--- src/design/psbnc_pkg.sv ---
// shared constants, codes and types of the nearest palette colour core
package psbnc_pkg;

    // palette geometry
    localparam int PAL_ENTRIES = 256;
    localparam int PAL_AW      = $clog2(PAL_ENTRIES);
    localparam int COMP_W      = 6;
    localparam int NUM_COMP    = 3;
    localparam int COLOR_W     = NUM_COMP * COMP_W;
    localparam int IDX_W       = 8;

    // register and field widths
    localparam int SHADE_W    = 9;
    localparam int RATIO_W    = 9;
    localparam int WEIGHT_W   = 8;
    localparam int DIST_W     = 22;
    localparam int SQ_W       = 2 * COMP_W;
    localparam int CFG_IDX_W  = 3;
    localparam int CFG_DATA_W = 9;

    // shade scale and blend arithmetic
    localparam int SCALE_FRAC   = 16;
    localparam int SCALE_W      = SCALE_FRAC + 1;
    localparam int SHADE_ROUND  = 1 << (SCALE_FRAC - 1);
    localparam int SHADE_PROD_W = COMP_W + SCALE_W;
    localparam int BLEND_FRAC   = 8;
    localparam int BLEND_ONE    = 1 << BLEND_FRAC;
    localparam int BLEND_HALF   = 1 << (BLEND_FRAC - 1);
    localparam int BLEND_PROD_W = COMP_W + RATIO_W + 1;

    // radix-4 divider sizing
    localparam int DIV_W      = SHADE_W + SCALE_FRAC;
    localparam int DIV_PAD_W  = DIV_W + (DIV_W % 2);
    localparam int DIV_CYCLES = DIV_PAD_W / 2;
    localparam int DIV_CNT_W  = $clog2(DIV_CYCLES);

    // configuration register indexes
    localparam logic [CFG_IDX_W-1:0] REG_NUM_SHADES   = 3'd0;
    localparam logic [CFG_IDX_W-1:0] REG_TRANS_RATIO  = 3'd1;
    localparam logic [CFG_IDX_W-1:0] REG_RED_WEIGHT   = 3'd2;
    localparam logic [CFG_IDX_W-1:0] REG_GREEN_WEIGHT = 3'd3;
    localparam logic [CFG_IDX_W-1:0] REG_BLUE_WEIGHT  = 3'd4;

    typedef enum logic [1:0] {
        ACT_WRITE = 2'd0,
        ACT_RGB   = 2'd1,
        ACT_SHADE = 2'd2,
        ACT_BLEND = 2'd3
    } action_t;

    typedef enum logic [2:0] {
        ST_IDLE,
        ST_FETCH,
        ST_DIVIDE,
        ST_MIX,
        ST_SEARCH,
        ST_DRAIN
    } state_t;

    typedef logic [COMP_W-1:0] comp_t;

    typedef struct packed {
        action_t          action;
        logic [IDX_W-1:0] first_color;
        logic [IDX_W-1:0] second_color;
        logic [7:0]       shade;
        comp_t            red;
        comp_t            green;
        comp_t            blue;
    } item_t;

    typedef struct packed {
        action_t           done_action;
        logic [IDX_W-1:0]  nearest_index;
        logic [DIST_W-1:0] best_distance;
    } result_t;

    // one palette entry travelling down the cell row
    typedef struct packed {
        logic                       valid;
        logic                       last;
        logic [PAL_AW-1:0]          index;
        comp_t [NUM_COMP-1:0]       comps;
        logic [DIST_W-1:0]          sum;
    } flow_t;

    typedef struct packed {
        logic               start;
        logic [SHADE_W-1:0] numer;
        logic [SHADE_W-1:0] denom;
    } div_req_t;

    typedef struct packed {
        logic               done;
        logic [SCALE_W-1:0] quot;
    } div_resp_t;

endpackage

--- src/design/psbnc_div.sv ---
// shade scale divider: ((n - s) << 16) / n, two quotient bits a cycle
module psbnc_div (
    input  logic                 clk,
    input  logic                 rst_n,
    input  psbnc_pkg::div_req_t  req,
    output psbnc_pkg::div_resp_t resp
);
    import psbnc_pkg::*;

    logic                 run_reg, run_next;
    logic                 done_reg, done_next;
    logic [DIV_CNT_W-1:0] cnt_reg, cnt_next;
    logic [SHADE_W-1:0]   rem_reg, rem_next;
    logic [SHADE_W-1:0]   denom_reg, denom_next;
    logic [DIV_PAD_W-1:0] dvd_reg, dvd_next;
    logic [DIV_PAD_W-1:0] quot_reg, quot_next;

    logic [SHADE_W-1:0]   rem_v;
    logic [DIV_PAD_W-1:0] dvd_v;
    logic [DIV_PAD_W-1:0] quot_v;
    logic [SHADE_W:0]     trial;

    // two restoring steps
    always_comb
    begin
        rem_v  = rem_reg;
        dvd_v  = dvd_reg;
        quot_v = quot_reg;
        trial  = '0;
        for (int k = 0; k < 2; k++)
        begin
            trial = {rem_v, dvd_v[DIV_PAD_W-1]};
            dvd_v = {dvd_v[DIV_PAD_W-2:0], 1'b0};
            if (trial >= {1'b0, denom_reg})
            begin
                rem_v  = SHADE_W'(trial - {1'b0, denom_reg});
                quot_v = {quot_v[DIV_PAD_W-2:0], 1'b1};
            end
            else
            begin
                rem_v  = trial[SHADE_W-1:0];
                quot_v = {quot_v[DIV_PAD_W-2:0], 1'b0};
            end
        end
    end

    // sequencing
    always_comb
    begin
        run_next   = run_reg;
        done_next  = 1'b0;
        cnt_next   = cnt_reg;
        rem_next   = rem_reg;
        denom_next = denom_reg;
        dvd_next   = dvd_reg;
        quot_next  = quot_reg;
        if (req.start)
        begin
            run_next   = 1'b1;
            cnt_next   = '0;
            rem_next   = '0;
            denom_next = req.denom;
            dvd_next   = DIV_PAD_W'({req.numer, SCALE_FRAC'(0)});
            quot_next  = '0;
        end
        else if (run_reg)
        begin
            rem_next  = rem_v;
            dvd_next  = dvd_v;
            quot_next = quot_v;
            cnt_next  = cnt_reg + 1'b1;
            if (cnt_reg == DIV_CNT_W'(DIV_CYCLES - 1))
            begin
                run_next  = 1'b0;
                done_next = 1'b1;
            end
        end
    end

    // control registers
    always_ff @(posedge clk or negedge rst_n)
    begin
        if (!rst_n)
        begin
            run_reg  <= 1'b0;
            done_reg <= 1'b0;
            cnt_reg  <= '0;
        end
        else
        begin
            run_reg  <= run_next;
            done_reg <= done_next;
            cnt_reg  <= cnt_next;
        end
    end

    // datapath registers
    always_ff @(posedge clk)
    begin
        rem_reg   <= rem_next;
        denom_reg <= denom_next;
        dvd_reg   <= dvd_next;
        quot_reg  <= quot_next;
    end

    assign resp.done = done_reg;
    assign resp.quot = quot_reg[SCALE_W-1:0];

endmodule

--- config.mk ---
export PLATFORM = sky130hd
export DESIGN_NAME = psbnc_div
export DESIGN_NICKNAME = d
export VERILOG_FILES = /design/src/design/psbnc_pkg.sv /design/src/design/psbnc_div.sv
export SDC_FILE = /design/constraint.sdc
export NUM_CORES = 1
export LEC_CHECK = 0
export ABC_AREA = 1
export BUFFER_PORTS_ARGS = -buffer_cell sky130_fd_sc_hd__buf_2
export CAP_MARGIN = 20
export CORE_MARGIN = 3
export CORE_UTILIZATION = 58
export DETAILED_ROUTE_END_ITERATION = 12
export GPL_ROUTABILITY_DRIVEN = 0
export GPL_TIMING_DRIVEN = 0
export PLACE_DENSITY_LB_ADDON = 0.1
export SYNTH_ARGS = -nofsm -noshare
export SYNTH_HDL_FRONTEND = slang
export SYNTH_SLANG_ARGS = --single-unit
--- constraint.sdc ---
create_clock -name clk -period 3.74 [get_ports clk]
set_clock_uncertainty 0.1 [all_clocks]
set_input_delay 0.187 -clock clk [delete_from_list [all_inputs] [get_ports clk]]
set_output_delay 0.187 -clock clk [all_outputs]
set_load 0.01 [all_outputs]
; Word-level counts from Yosys, hierarchy flattened
; Index checks and enable logic that the tools add are counted.
[totals]
reg_bits = 51
in_bits = 21
output_inout_bits = 18
elab_cells = 29
[op_classes]
addsub = 3
n_lt_le_gt_ge = 2
n_eq_ne = 1
mux = 14
reduce_logical = 1
[op_table]
columns = op, n
row1 = $mux W25, 2
row2 = $ge A10 B9 Y1, 2
row3 = $mux W9, 2
row4 = $sub A9 B9 Y9, 2
row5 = $mux W1, 8
row6 = $mux W4, 2
row7 = $add A4 B1 Y4 const B, 1
row8 = $eq A4 B4 Y1 const B, 1
row9 = $reduce_bool A2 Y1, 1

; Depth between registers and ports, before layout
[logic_depth]
word_depth = 4
depth_mapped = 24
ltp_nobuf = 23

; Worst setup path before layout
; OpenSTA, ideal clock, no wires.
[synth_path]
kind = reg2reg
startpoint = register denom_reg[0]
endpoint = register rem_reg[5]
setup_time_ns = 0.113
arrival_ns = 2.957
required_time_ns = 3.527
slack_ns = 0.570
stages_incl_launch_ff = 22
path_buffers = 1
period_less_slack_ns = 3.170
cell_sequence = edfxtp_1 -> ha_1 -> inv_1 -> fa_1 -> nand2_1 -> nand3_2 -> nand2_2 -> nand2_4 -> buf_8 -> o21ai_1 -> inv_1 -> fa_1 -> nand3_1 -> nand3_1 -> nand2_1 -> nand2_1 -> a21oi_4 -> nand2_2 -> nor2_4 -> nand2_1 -> nand3_1 -> nand2_1
[synth_via]
elab_chain_cells = 4
word_cells_on_any_way = 6
cone_classes = 2 x add/sub / 2 x order compare / 2 x mux
[synth_lines]
columns = item, line_no
row1 = start: declaration, psbnc_div.sv:14  ; logic [SHADE_W-1:0] denom_reg, denom_next;
row2 = start signal: assignment, psbnc_div.sv:101  ; denom_reg <= denom_next;
row3 = $sub A9 B9 Y9 / $ge A10 B9 Y1 (equally long branches), "psbnc_div.sv:36, psbnc_div.sv:34"
row4 = $mux W9, psbnc_div.sv:34  ; if (trial >= {1'b0, denom_reg})
row5 = $sub A9 B9 Y9 / $ge A10 B9 Y1 (equally long branches), "psbnc_div.sv:36, psbnc_div.sv:34"
row6 = $mux W9 *, psbnc_div.sv:34
row7 = end signal: assignment, psbnc_div.sv:100  ; rem_reg <= rem_next;
row8 = end: declaration, psbnc_div.sv:13  ; logic [SHADE_W-1:0] rem_reg, rem_next;
; Mark *: on every way between the ends. The rest lies on a longest branch, timed or not.
; A chain may end at the register's enable or synchronous reset.

; Worst setup path in the final report
[layout_path]
startpoint = register dvd_reg[25]
endpoint = register rem_reg[0]
[layout_via]
elab_chain_cells = 4
word_cells_on_any_way = 5
cone_classes = 1 x add/sub / 2 x order compare / 2 x mux
[layout_lines]
columns = item, line_no
row1 = start: declaration, psbnc_div.sv:15  ; logic [DIV_PAD_W-1:0] dvd_reg, dvd_next;
row2 = start signal: assignment, psbnc_div.sv:102  ; dvd_reg <= dvd_next;
row3 = $sub A9 B9 Y9 / $ge A10 B9 Y1 (equally long branches), "psbnc_div.sv:36, psbnc_div.sv:34"
row4 = $mux W9 *, psbnc_div.sv:34
row5 = $ge A10 B9 Y1 *, psbnc_div.sv:34
row6 = $mux W9 *, psbnc_div.sv:34
; Marked as above.

==> impl_metrics.py <==
metrics = {
    "worst_hold_path": {
        "hp-class": "input port to flip-flop",
    },
    "logic_synthesis": {
        "yosysSeqAreaShare_pct": 39.36,
        "synthArstFlopShare_pct": 11.76,
        "synth_area_um2": 3128,
        "syn_area_per_cell_um2": 7.686,
        "synth_flop_cell": "dfxtp_1",
        "synth-edff-count": 18,
        "synthTopCellsByArea": "dfxtp_1 17%, edfxtp_1 17%, nand2_1 15%, inv_1 8.3%, ha_1 8.0%",
        "yosysTopAreaCellShare_pct": 17.28,
        "yosysTopAreaCell": "dfxtp_1",
        "ys_ff_latch": 51,
        "synthCells": 407,
        "synth_nets": 450,
        "synth_cell_type_count": 37,
        "ys_warn_count": 0,
    },
    "critical_path": {
        "critPathLaunch": "dvd_reg[25]",
        "cp-endpoint": "rem_reg[0]",
        "reg2reg_from": "dvd_reg[25]",
        "r2r-end": "rem_reg[0]",
        "cp.arrival_ns": 3.63,
        "worst-endpoint-required_ns": 3.86,
        "startpoint_type": "flip-flop",
        "cp-end-kind": "flip-flop",
        "ff2ff_path_depth": 22,
        "crit_fanout": 10,
        "critPathKind": "flip-flop to flip-flop",
        "reg2reg_slack_ns": 0.22,
    },
    "timing": {
        "max_freq_ghz": 0.2844,
        "hold_viol": 0,
        "fin_tns_setup_ns": 0,
        "tightest_slew_ns": 0.8620,
        "finalCriticalPeriod_ns": 3.516,
        "max-slew-margin-rel_pct": 42.54,
        "finalCritPeriodShare_pct": 94.00,
        "slew_viol_final": 0,
        "grt_setup_unrepaired": "false",
        "setup_viol": 0,
    },
    "placement": {
        "hpwl_mm": 4.970,
        "port_buffers": 38,
    },
    "floorplan": {
        "io-pin-count": 39,
        "die_h_um": 79.44,
        "coreArea_um2": 5172,
        "die_area_um2": 6310,
        "start_util_pct": 60.47,
        "row_count": 26,
        "dieWidth_um": 79.44,
    },
    "global_routing": {
        "antenna_found_initial": 0,
        "gr-total-overflow": 0,
        "grt_util_all_layers_pct": 22.46,
        "grt_pass1_wl_mm": 11.07,
        "grt_max_degree": 19,
        "first_global_vias": 2548,
    },
    "clocking": {
        "clk_pin_slew_ns": 0.10,
        "post_cts_buffers": 0,
        "clockBufferDepth": 2,
        "cts.sinks": 51,
        "cts-root-buf": "clkbuf_8",
        "clk_latency_ns": 0.31,
        "cts_tree": "yes",
        "htreeDepth": 2,
        "cts_buffers": 5,
    },
    "final_layout": {
        "fin_nets": 505,
        "num_antenna_cells": 0,
        "largest_reg_flops": 17,
        "multi_input_area_um2": 1458,
        "synthToLayoutAreaGrowth_pct": 15.64,
        "seq_area_um2": 1231,
        "drive_gt1_share_pct": 20.52,
        "fillers": 446,
    },
    "power": {
        "ir_worst_vdd_v": 0.0004202,
        "internal_power_mw": 1.518,
        "power-per-cell-area_nw_per_um2": 791.1,
        "cellLeakagePower_nw": 1.919,
        "p_sw_mw": 1.344,
        "power_frac_comb_pct": 62.8,
        "swShare_pct": 46.97,
        "finalPower_mw": 2.862,
        "power_frac_seq_pct": 25.2,
        "power.clock.fraction_pct": 12.0,
    },
    "drt": {
        "wl_mm": 6.522,
        "drc": 0,
        "drt_first_pass_iters": 4,
        "via_per_inst": 4.914,
        "ant_nets": 0,
        "routedWlPerCell_um": 12.24,
        "drt_iter0_drc": 57,
        "via_count": 2619,
    },
    "flow_run": {
        "drv_cap": 0,
    },
    "outcome": {
        "status": "complete, no violations",
    },
}
[final cells by class]
type | count | share of cell area, %
timing repair buffer | 48 | 8.025
clock buffer | 5 | 1.902
tap | 70 | 2.421
clock inverter | 3 | 0.7264
multi-input combinational | 258 | 40.30
buffer | 26 | 5.119
inverter | 72 | 7.471
sequential | 51 | 34.04
[cells in the mapped netlist, drive strengths merged, types with 6 or more instances]
| cell | count |
|---|---|
| a21oi | 10 |
| buf | 23 |
| dfrtp | 6 |
| dfxtp | 27 |
| edfxtp | 18 |
| ha | 20 |
| inv | 71 |
| nand2 | 128 |
| nand3 | 27 |
| nor2 | 23 |
| o21ai | 12 |
| o22ai | 13 |
| xnor2 | 6 |
[stage by stage]
stage               area (um2)  setup WS (ns)  utilization, %  std cells  hold slack, ns
floorplan                 3128         0.5699               -        407         -0.2086
global placement          3406         0.1520           65.84        515        -0.08539
detailed placement        3406         0.1007           65.84        515        -0.07692
CTS                       3601        0.07947           69.62        533         0.02324
global route              3617       0.006606           69.93        533         0.02907
finish                    3617         0.2244           69.93        533         0.03145
[power by group through the flow]
stage	logic, mW	registers [mW]	clock network (mW)
2_1_floorplan	1.43	0.718	0
3_3_place_gp	1.70	0.731	0
3_5_place_dp	1.74	0.731	0
4_1_cts	1.76	0.720	0.352
5_1_grt	2.06	0.735	0.370
6_report	1.80	0.721	0.343
[kinds of logic after synthesis]
kind of cell	after synthesis	synth area share (%)
simple gates	187	26.44
buf+inv	98	14.56
flops	51	39.36
compound gates	40	7.840
fa+ha+maj	22	9.280
xor+xnor	9	2.520
[layer usage]
metal  vias up  routed length (um)  GRT usage [%]
met2        42                3275          41.65
li1       1376                   -              -
met5         -                   0              0
met3         6                 206          3.386
met4         0                  91          7.732
met1      1195                2948          26.03
[worst min path at each step]
| stage | start | slack (ns) | to | cells past startpoint |
|---|---|---|---|---|
| floorplan | rst_n | -0.21 | cnt_reg[0] | 0 |
| global placement | rst_n | -0.09 | done_reg | 1 |
| detailed placement | rst_n | -0.08 | done_reg | 1 |
| CTS | req[10] | 0.02 | dvd_reg[17] | 3 |
| global route | req[12] | 0.03 | dvd_reg[19] | 3 |
| finish | req[10] | 0.03 | dvd_reg[17] | 3 |
[placed cells by master (no fill, tap or decap), types with 6 or more instances in the layout]
master,n
dfrtp_1,6
dlygate4sd3_1,10
o21ai_0,7
nand3_1,21
buf_2,39
nor2_1,21
nand2_1,121
ha_1,19
buf_4,18
dfxtp_1,27
a21oi_1,9
o22ai_1,13
edfxtp_1,18
nand2_2,6
xnor2_1,6
inv_1,66
[critical path, cell delays in order, from the launching register on]
cell,delay (ns)
dfxtp_1,0.35
inv_1,0.10
ha_1,0.14
inv_1,0.06
fa_2,0.37
nand2_1,0.11
nand3_2,0.10
nand2_2,0.11
nand2_4,0.08
buf_8,0.15
o21ai_2,0.15
inv_2,0.07
fa_2,0.37
nand3_1,0.10
nand3_2,0.10
nand2_1,0.07
nand2_1,0.12
a21oi_4,0.22
nand2_2,0.09
nor2_4,0.21
nand2_1,0.08
nand3_1,0.10
nand2_1,0.05
[repair_timing]
action                                  4_1_cts  5_1_grt
hold buffers                                 10        0
hold endpoints to repair                     15        0
resized for setup                             0        8
endpoints found under the setup margin        0       10
Power figures use the tool's default switching activity.
