<file path="config.mk">
export PLATFORM = sky130hd
export DESIGN_NAME = psbnc_cell
export DESIGN_NICKNAME = d
export VERILOG_FILES = /design/src/design/psbnc_pkg.sv /design/src/design/psbnc_cell.sv
export SDC_FILE = /design/constraint.sdc
export NUM_CORES = 1
export LEC_CHECK = 0
export BUFFER_PORTS_ARGS = -buffer_cell sky130_fd_sc_hd__buf_2
export CORE_AREA = 5 5 113 169
export DETAILED_ROUTE_END_ITERATION = 8
export DIE_AREA = 0 0 118 174
export SLEW_MARGIN = 0
export SYNTH_ARGS = -nofsm -noshare
export SYNTH_HDL_FRONTEND = slang
export SYNTH_SLANG_ARGS = --single-unit
</file>
<file path="constraint.sdc">
create_clock -name clk -period 12 [get_ports clk]
set_clock_uncertainty 0.05 [all_clocks]
set_input_delay 1.2 -clock clk [delete_from_list [all_inputs] [get_ports clk]]
set_output_delay 1.2 -clock clk [all_outputs]
set_load 0.05 [all_outputs]
</file>
<file path="src/design/psbnc_pkg.sv">
// shared constants, codes and types of the nearest palette colour core
package psbnc_pkg;

    // palette geometry
    localparam int PAL_ENTRIES = 256;
    localparam int PAL_AW      = $clog2(PAL_ENTRIES);
    localparam int COMP_W      = 6;
    localparam int NUM_COMP    = 3;
    localparam int COLOR_W     = NUM_COMP * COMP_W;
    localparam int IDX_W       = 8;

    // register and field widths
    localparam int SHADE_W    = 9;
    localparam int RATIO_W    = 9;
    localparam int WEIGHT_W   = 8;
    localparam int DIST_W     = 22;
    localparam int SQ_W       = 2 * COMP_W;
    localparam int CFG_IDX_W  = 3;
    localparam int CFG_DATA_W = 9;

    // shade scale and blend arithmetic
    localparam int SCALE_FRAC   = 16;
    localparam int SCALE_W      = SCALE_FRAC + 1;
    localparam int SHADE_ROUND  = 1 << (SCALE_FRAC - 1);
    localparam int SHADE_PROD_W = COMP_W + SCALE_W;
    localparam int BLEND_FRAC   = 8;
    localparam int BLEND_ONE    = 1 << BLEND_FRAC;
    localparam int BLEND_HALF   = 1 << (BLEND_FRAC - 1);
    localparam int BLEND_PROD_W = COMP_W + RATIO_W + 1;

    // radix-4 divider sizing
    localparam int DIV_W      = SHADE_W + SCALE_FRAC;
    localparam int DIV_PAD_W  = DIV_W + (DIV_W % 2);
    localparam int DIV_CYCLES = DIV_PAD_W / 2;
    localparam int DIV_CNT_W  = $clog2(DIV_CYCLES);

    // configuration register indexes
    localparam logic [CFG_IDX_W-1:0] REG_NUM_SHADES   = 3'd0;
    localparam logic [CFG_IDX_W-1:0] REG_TRANS_RATIO  = 3'd1;
    localparam logic [CFG_IDX_W-1:0] REG_RED_WEIGHT   = 3'd2;
    localparam logic [CFG_IDX_W-1:0] REG_GREEN_WEIGHT = 3'd3;
    localparam logic [CFG_IDX_W-1:0] REG_BLUE_WEIGHT  = 3'd4;

    typedef enum logic [1:0] {
        ACT_WRITE = 2'd0,
        ACT_RGB   = 2'd1,
        ACT_SHADE = 2'd2,
        ACT_BLEND = 2'd3
    } action_t;

    typedef enum logic [2:0] {
        ST_IDLE,
        ST_FETCH,
        ST_DIVIDE,
        ST_MIX,
        ST_SEARCH,
        ST_DRAIN
    } state_t;

    typedef logic [COMP_W-1:0] comp_t;

    typedef struct packed {
        action_t          action;
        logic [IDX_W-1:0] first_color;
        logic [IDX_W-1:0] second_color;
        logic [7:0]       shade;
        comp_t            red;
        comp_t            green;
        comp_t            blue;
    } item_t;

    typedef struct packed {
        action_t           done_action;
        logic [IDX_W-1:0]  nearest_index;
        logic [DIST_W-1:0] best_distance;
    } result_t;

    // one palette entry travelling down the cell row
    typedef struct packed {
        logic                       valid;
        logic                       last;
        logic [PAL_AW-1:0]          index;
        comp_t [NUM_COMP-1:0]       comps;
        logic [DIST_W-1:0]          sum;
    } flow_t;

    typedef struct packed {
        logic               start;
        logic [SHADE_W-1:0] numer;
        logic [SHADE_W-1:0] denom;
    } div_req_t;

    typedef struct packed {
        logic               done;
        logic [SCALE_W-1:0] quot;
    } div_resp_t;

endpackage

</file>
<file path="src/design/psbnc_cell.sv">
// distance cell: adds one weighted squared component difference
module psbnc_cell (
    input  logic                             clk,
    input  logic                             rst_n,
    input  psbnc_pkg::comp_t                 tgt,
    input  logic [psbnc_pkg::WEIGHT_W-1:0]   weight,
    input  psbnc_pkg::flow_t                 flow_in,
    output psbnc_pkg::flow_t                 flow_out
);
    import psbnc_pkg::*;

    comp_t                      diff;
    logic [SQ_W-1:0]            sq_next, sq_reg;
    logic [WEIGHT_W+SQ_W-1:0]   term;
    flow_t                      mid_reg;
    flow_t                      out_next, out_reg;

    // absolute difference and its square
    always_comb
    begin
        if (flow_in.comps[0] > tgt)
        begin
            diff = flow_in.comps[0] - tgt;
        end
        else
        begin
            diff = tgt - flow_in.comps[0];
        end
        sq_next = SQ_W'(diff) * SQ_W'(diff);
    end

    // weight, accumulate, rotate the next component to the front
    always_comb
    begin
        term     = (WEIGHT_W + SQ_W)'(weight) * (WEIGHT_W + SQ_W)'(sq_reg);
        out_next = mid_reg;
        out_next.sum = mid_reg.sum + DIST_W'(term);
        out_next.comps[NUM_COMP-1] = mid_reg.comps[0];
        for (int k = 0; k < NUM_COMP - 1; k++)
        begin
            out_next.comps[k] = mid_reg.comps[k+1];
        end
    end

    // two stages
    always_ff @(posedge clk or negedge rst_n)
    begin
        if (!rst_n)
        begin
            mid_reg <= '0;
            out_reg <= '0;
        end
        else
        begin
            mid_reg <= flow_in;
            out_reg <= out_next;
        end
    end

    always_ff @(posedge clk)
    begin
        sq_reg <= sq_next;
    end

    assign flow_out = out_reg;

endmodule

</file>
* Yosys cells after proc, flatten, opt, wreduce, memory -nomap -nowiden
Cells that the tools add are included.
Widths: inputs -> output; s select.
** Storage, ports and cells
- Register bits :: 112
- Bits in latches :: 0
- Memory bits (writable) :: 0
- Bits in read-only memories :: 0
- Bits of input ports :: 66
- Output and inout port bits :: 50
- Logic and storage cells :: 22
- Memories kept :: 0
** Cells by class
- Add/sub/neg operators :: 3
- $mul :: 2
- Div/mod/pow operators :: 0
- Order comparisons :: 1
- Eq/ne operators :: 0
- Shift-type cells :: 0
- Muxes and demuxes :: 1
- Bitwise operators :: 0
- Reduce and logical (&&, ||, !) cells :: 0
** Operator list (count)
- $add 22x20->22 :: 1
- $mul 8x12->20 :: 1
- $mul 6x6->12 :: 1
- $sub 6x6->6 :: 2
- $gt 6x6->1 :: 1
- $mux 6 :: 1

* Longest topological paths before layout
Gate-level depths: netlist of run 1.
- Depth in word-level cells :: 3
- Mapped depth :: 22
- Mapped depth without buffers :: 22

* Worst setup path before layout of run 1
Ideal clock, no wire load.
- Kind :: input to register
- Start point :: input flow_in[22] (netlist name)
- End point :: register sq_reg[10]
- Library setup time :: 0.122 ns
- Arrival :: 5.923 ns
- Required time :: 11.828 ns
- Slack :: 5.905 ns
- Cell stages on the path :: 21
- Buffers on the path :: 0
- Cells stage by stage :: inv_1 > ha_1 > inv_1 > fa_1 > a211oi_2 > o21ai_4 > nand2_4 > mux2i_2 > xor2_2 > nor2_1 > fa_1 > inv_1 > fa_1 > inv_1 > fa_1 > ha_1 > and3b_1 > o21a_1 > o21ai_0 > a21boi_1 > a311o_1
** On the way
- Longest elaborated chain between the ends :: 3
- Elaborated cells on any way between the ends :: 5
- Those cells by class :: 2 x add/sub; 1 x mul; 1 x order compare; 1 x mux
** Ends and longest elaborated chain
- from (decl) :: line psbnc_cell.sv:7 : input psbnc_pkg::flow_t flow_in,
- $sub 6x6->6 (tied with other cells) :: line psbnc_cell.sv:27 : diff = tgt - flow_in.comps[0];
- $mux 6 * :: line psbnc_cell.sv:21 : if (flow_in.comps[0] > tgt)
- $mul 6x6->12 * :: line psbnc_cell.sv:29 : sq_next = SQ_W'(diff) * SQ_W'(diff);
- via sq_next[10] :: line psbnc_cell.sv:13 : logic [SQ_W-1:0] sq_next, sq_reg;
- to (signal assigned) :: line psbnc_cell.sv:62 : sq_reg <= sq_next;
- to (decl) :: line psbnc_cell.sv:13
The timed path passes the listed nets; every way through them passes the cells marked *.

* Final worst setup path of run 1
- Start point :: input flow_in[22] (netlist name)
- End point :: register sq_reg[11]
The elaborated chain is that of the path after synthesis.

==> results of run 1 <==
[routing by layer]
layer | track usage, % | wire length (um) | part of all wire, % | vias up
met5 | 0 | 0 | 0 | -
met4 | 4.97 | 234 | 1.6 | 0
met3 | 2.67 | 498 | 3.4 | 14
met2 | 28.6 | 8160 | 56 | 79
met1 | 17.3 | 5750 | 39 | 2412
li1 | - | - | - | 2433
[cell usage after synthesis, drive strengths merged (4+ instances only)]
cell,number,area (sq um)
a21o,8,61.3
a21oi,20,100
and2,68,427
buf,4,20.0
clkbuf,12,45.0
dfrtp,100,2500
dfxtp,11,220
fa,83,1660
ha,72,901
inv,165,619
mux2i,7,86.3
nand2,44,173
nand2b,4,25.0
nand3,5,25.0
nand4,4,25.0
nor2,28,105
nor3,7,35.0
o21ai,13,80.1
xnor2,16,148
xor2,7,68.8
[logic make-up after synthesis]
logic type / Yosys count / share of synthesized area [%]
simple gates: 172 / 11.6
fa+ha+maj: 155 / 33.2
mux: 7 / 1.12
flops: 111 / 35.3
xor+xnor: 23 / 2.81
buf+inv: 181 / 8.88
other cells: 2 / 0.0974
compound gates: 72 / 6.93
[layout make-up]
| cell class | instances | area, sq um |
|---|---|---|
| sequential | 111 | 2720 |
| fill | 1702 | 8740 |
| inverter | 165 | 619 |
| tap | 217 | 272 |
| clock inverter | 7 | 93.8 |
| clock buffer | 9 | 225 |
| timing repair buffer | 116 | 586 |
| multi-input combinational | 432 | 4310 |
[worst max path at each step]
| stage | slack [ns] | from | depth (start not counted) | end |
|---|---|---|---|---|
| after floorplan | 5.90 | flow_in[22] | 21 | sq_reg[10]$_DFF_P_ |
| after global placement | 5.51 | flow_in[22] | 22 | sq_reg[10]$_DFF_P_ |
| after detailed placement | 5.33 | flow_in[22] | 22 | sq_reg[11]$_DFF_P_ |
| after CTS | 5.72 | flow_in[22] | 22 | sq_reg[11]$_DFF_P_ |
| after global routing | 5.36 | flow_in[22] | 22 | sq_reg[10]$_DFF_P_ |
| final | 5.72 | flow_in[22] | 22 | sq_reg[11]$_DFF_P_ |
[worst reg2reg max path: cells and delay by family, from the launching register on]
family                   cells  cell delay, ns
adder cells (fa/ha/maj)      5            2.39
buffers and inverters        2            0.09
AND/OR/NAND/NOR              2            0.38
flip-flops                   1            0.51
XOR/XNOR                     1            0.15
AO/OA/AOI/OAI                4            1.02
[per-stage QoR]
step           instances  worst slack, ns  hold WS [ns]  cell area, sq um
3_5_place_dp        1041             5.33         0.286              8510
5_1_grt             1057             5.36         0.307              8830
6_report            1057             5.72         0.299              8830
3_3_place_gp        1041             5.51         0.282              8510
4_1_cts             1057             5.72         0.298              8830
2_1_floorplan        724             5.90         0.281              7710
==> impl_metrics.toml, run 1 <==
[status]
status = "completed"

[synth]
ys_types = 59
syn_inst = 723
syn_area_per_cell_sq_um = 10.7
synth_flop_cell = "dfrtp_1"
synth_area_sq_um = 7710
ys_seq_elements = 111
ys_async_sr_fraction_pct = 90.1
ys_warn_count = 0
yosysSeqAreaShare_pct = 35.3
synth-edff-count = 0

[die]
die_x_um = 118
die-area_sq_um = 20500
ios = 116
initial_core_util_pct = 43.9
num_rows = 60
fp.dieH_um = 174
design.core.area_sq_um = 17600

[clocking]
cts.sinks = 111
hold_buffers = 0
htreeDepth = 3
post_cts_resized = 0
numCtsBuffers = 9
clockBufferDepth = 2
cts_setup_buffers = 0
clock_latency_ns = 0.35
cts.reportedPaths.clkPinSlew_ns = 0.09
cts_tree = "built"
cts_root_buf = "clkbuf_16"

[routing]
drc = 0
first_pass_iters = 4
postRouteAntennaNets = 0
vias_per_cell = 4.67
post_drt_wl_per_cell_um = 13.8
vias = 4938
drt_iter0_drc = 169
drt-total-wl_um = 14600

[final_layout]
utilization_pct = 50.2
mostFrequentLayoutCells = "inv_1 (165), buf_2 (114), dfrtp_1 (100), fa_1 (83), ha_1 (72)"
layout.nets = 1056
diodes = 0
syn2layout_area_growth_pct = 14.5
drive_gt1_share_pct = 17.5
layout_commonest_cell = "inv_1"

[sta]
timing.final.crit_share_pct = 52.3
setup_tns_ns = 0
setup_viol = 0
rsz0062_at_grt = "false"
max_freq_mhz = 159
slew-limit-headroom_pct = 46.2
hold_violations = 0
slew_violations = 0
worst_slew_pin_slew_ns = 0.807
period_needed_ns = 6.28

[setup_path]
arrival_ns = 6.48
r2r_setup_slack_ns = 7.33
crit_fanout = 6
cp.required_ns = 12.20
rr_worst_depth = 14
end_kind = "register"
crit_path_cell_trace = "buf_2, inv_1, ha_1, inv_1, fa_1, a211oi_2, o21ai_4, nand2_4, mux2i_1, xor2_1, nor2_1, fa_1, inv_1, fa_1, inv_1, fa_1, ha_1, a21oi_1, o211ai_1, o41ai_4, nor4_1, nor4_1"
worst-setup-path-type = "primary input to register"
worst_path_max_delay_cell = "fa_1"
r2r-end = "flow_out[21]$_DFF_PN0_"
critPathTopFamily = "adder cells"
start_kind = "primary input"
critPathBufInv = 5
r2r-start = "sq_reg[10]$_DFF_P_"
slowest_delay_ns = 0.53

[hold_path]
whs_path_depth = 0
worstHoldEndpoint = "flow_out[42]$_DFF_PN0_"
hold_path_class = "register to register"
worstHoldStart = "mid_reg[42]$_DFF_PN0_"

[global_route]
overflow = 0
antenna_found_initial = 0
grt_max_degree = 65
track_usage_pct = 15.2
grt_pass1_vias = 5316
grt_pass1_wl_um = 25500

[place]
port_buffers = 115
globalplace.congestion = 0.830
dp_hpwl_um = 12300

[run]
maxCapViolCount = 0
Power of run 1 is left out: the tool's default activity adds up to more than one toggle a clock period on the data nets, which glitch-free logic cannot reach.
==> run 2, diff against run 1 <==
--- a/config.mk
+++ b/config.mk
@@ -9,6 +9,7 @@
 export CORE_AREA = 5 5 113 169
 export DETAILED_ROUTE_END_ITERATION = 8
 export DIE_AREA = 0 0 118 174
+export PLACE_DENSITY = 0.67
 export SLEW_MARGIN = 0
 export SYNTH_ARGS = -nofsm -noshare
 export SYNTH_HDL_FRONTEND = slang
==> constraint.sdc (replaced) <==
create_clock -name clk -period 5.4 [get_ports clk]
set_clock_uncertainty 0.05 [all_clocks]
set_input_delay 0.54 -clock clk [delete_from_list [all_inputs] [get_ports clk]]
set_output_delay 0.54 -clock clk [all_outputs]
set_load 0.05 [all_outputs]
==> impl_metrics.toml, run 2 (synthesis results as in run 1) <==
[routing]
drt_iter0_drc = 140
drt-total-wl_um = 14900
postRouteAntennaNets = 0
drc = 0
post_drt_wl_per_cell_um = 13.9
first_pass_iters = 4
vias = 5070
vias_per_cell = 4.72

[final_layout]
layout.nets = 1074
num-fill-cells = 1662
finalNonFillerCells = 1075
layout_commonest_cell = "inv_1"
diodes = 0
syn2layout_area_growth_pct = 16.8
utilization_pct = 51.3
mostFrequentLayoutCells = "inv_1 (165), buf_2 (114), dfrtp_1 (100), fa_1 (82), ha_1 (71)"
drive_gt1_share_pct = 19.9

[global_route]
use_met3_pct = 3.09
grt_pass1_vias = 5534
overflow = 0
grt_pass1_wl_um = 25900
met2_usage_pct = 29.6
grt_max_degree = 53
met1_usage_pct = 16.9
track_usage_pct = 15.5
antenna_found_initial = 0
grt_busiest_layer = "met2"

[sta]
timing.final.crit_share_pct = 95.5
period_needed_ns = 5.16
worst_slew_pin_slew_ns = 0.640
holdWs_ns = 0.123
rsz0062_at_grt = "false"
setup_viol = 0
max_freq_mhz = 194
slew-limit-headroom_pct = 57.3
setup_tns_ns = 0
hold_violations = 0
slew_violations = 0

[die]
die_x_um = 118
initial_core_util_pct = 43.9
fp.dieH_um = 174
ios = 116
die-area_sq_um = 20500
num_rows = 60
design.core.area_sq_um = 17600

[setup_path]
worst-setup-path-type = "primary input to register"
cp.required_ns = 5.63
end_kind = "register"
start_kind = "primary input"
crit_fanout = 5
rr_worst_depth = 14
arrival_ns = 5.38

[clocking]
numCtsBuffers = 9
clockBufferDepth = 2
cts_tree = "built"
cts.reportedPaths.clkPinSlew_ns = 0.09
clock_latency_ns = 0.37
hold_buffers = 0
cts.sinks = 111
cts_root_buf = "clkbuf_16"
htreeDepth = 3

[run]
maxCapViolCount = 0

[hold_path]
hold_path_class = "primary input to asynchronous set/reset pin"

[place]
globalplace.congestion = 0.831
port_buffers = 115
dp.cells = 1057
dp_hpwl_um = 12400

[status]
status = "completed"
## run 2: per-layer routing
layer	up-vias	part of all wire [%]
met4	0	1.7
li1	2470	-
met1	2504	37
met3	13	3.7
met2	83	58
met5	-	0
## run 2: cell type report
class                      count  area, sq um  area share, %
multi-input combinational    432         4340           48.2
sequential                   111         2720           30.2
timing repair buffer         134          721           8.00
inverter                     165          619           6.88
tap                          217          272           3.01
clock buffer                   9          225           2.50
clock inverter                 7          103           1.14
## run 2: final timing paths
kind,startpoint,endpoint,slack (ns)
setup / recovery,flow_in[22],sq_reg[11]$_DFF_P_,0.24
hold / removal,rst_n,mid_reg[41]$_DFF_PN0_,0.12
setup reg to reg,sq_reg[10]$_DFF_P_,flow_out[21]$_DFF_PN0_,0.73
hold reg to reg,mid_reg[32]$_DFF_PN0_,flow_out[26]$_DFF_PN0_,0.30
max in group asynchronous,rst_n,flow_out[0]$_DFF_PN0_,4.09
min in group clk,flow_in[41],mid_reg[41]$_DFF_PN0_,0.21
## run 2: stage by stage
step / instance area (sq um) / setup slack [ns]
2_1_floorplan: 7710 / 0.0555
3_3_place_gp: 8630 / -0.0620
3_5_place_dp: 8630 / -0.171
4_1_cts: 8950 / 0.222
5_1_grt: 9010 / 0.00665
6_report: 9010 / 0.244
## run 2: critical path, stage by stage
cell and delay, ns:
buf_2 0.10, inv_1 0.05, ha_1 0.15, inv_1 0.06, fa_2 0.35, a211oi_2 0.34
o21ai_4 0.12, nand2_4 0.12, mux2i_4 0.26, xnor2_2 0.14, nor2_1 0.08, fa_1 0.53
inv_1 0.07, fa_1 0.53, inv_1 0.05, fa_1 0.59, ha_4 0.22, a21oi_2 0.15
o211ai_1 0.16, o41ai_4 0.44, nor4_1 0.09, nor4_1 0.24
## run 2: what timing repair did
| action | in CTS | in global routing |
|---|---|---|
| endpoints found under the setup margin | 0 | 2 |
| buffers inserted | 0 | 2 |
| gates resized for setup | 0 | 6 |
Power of run 2 is left out for the same reason.
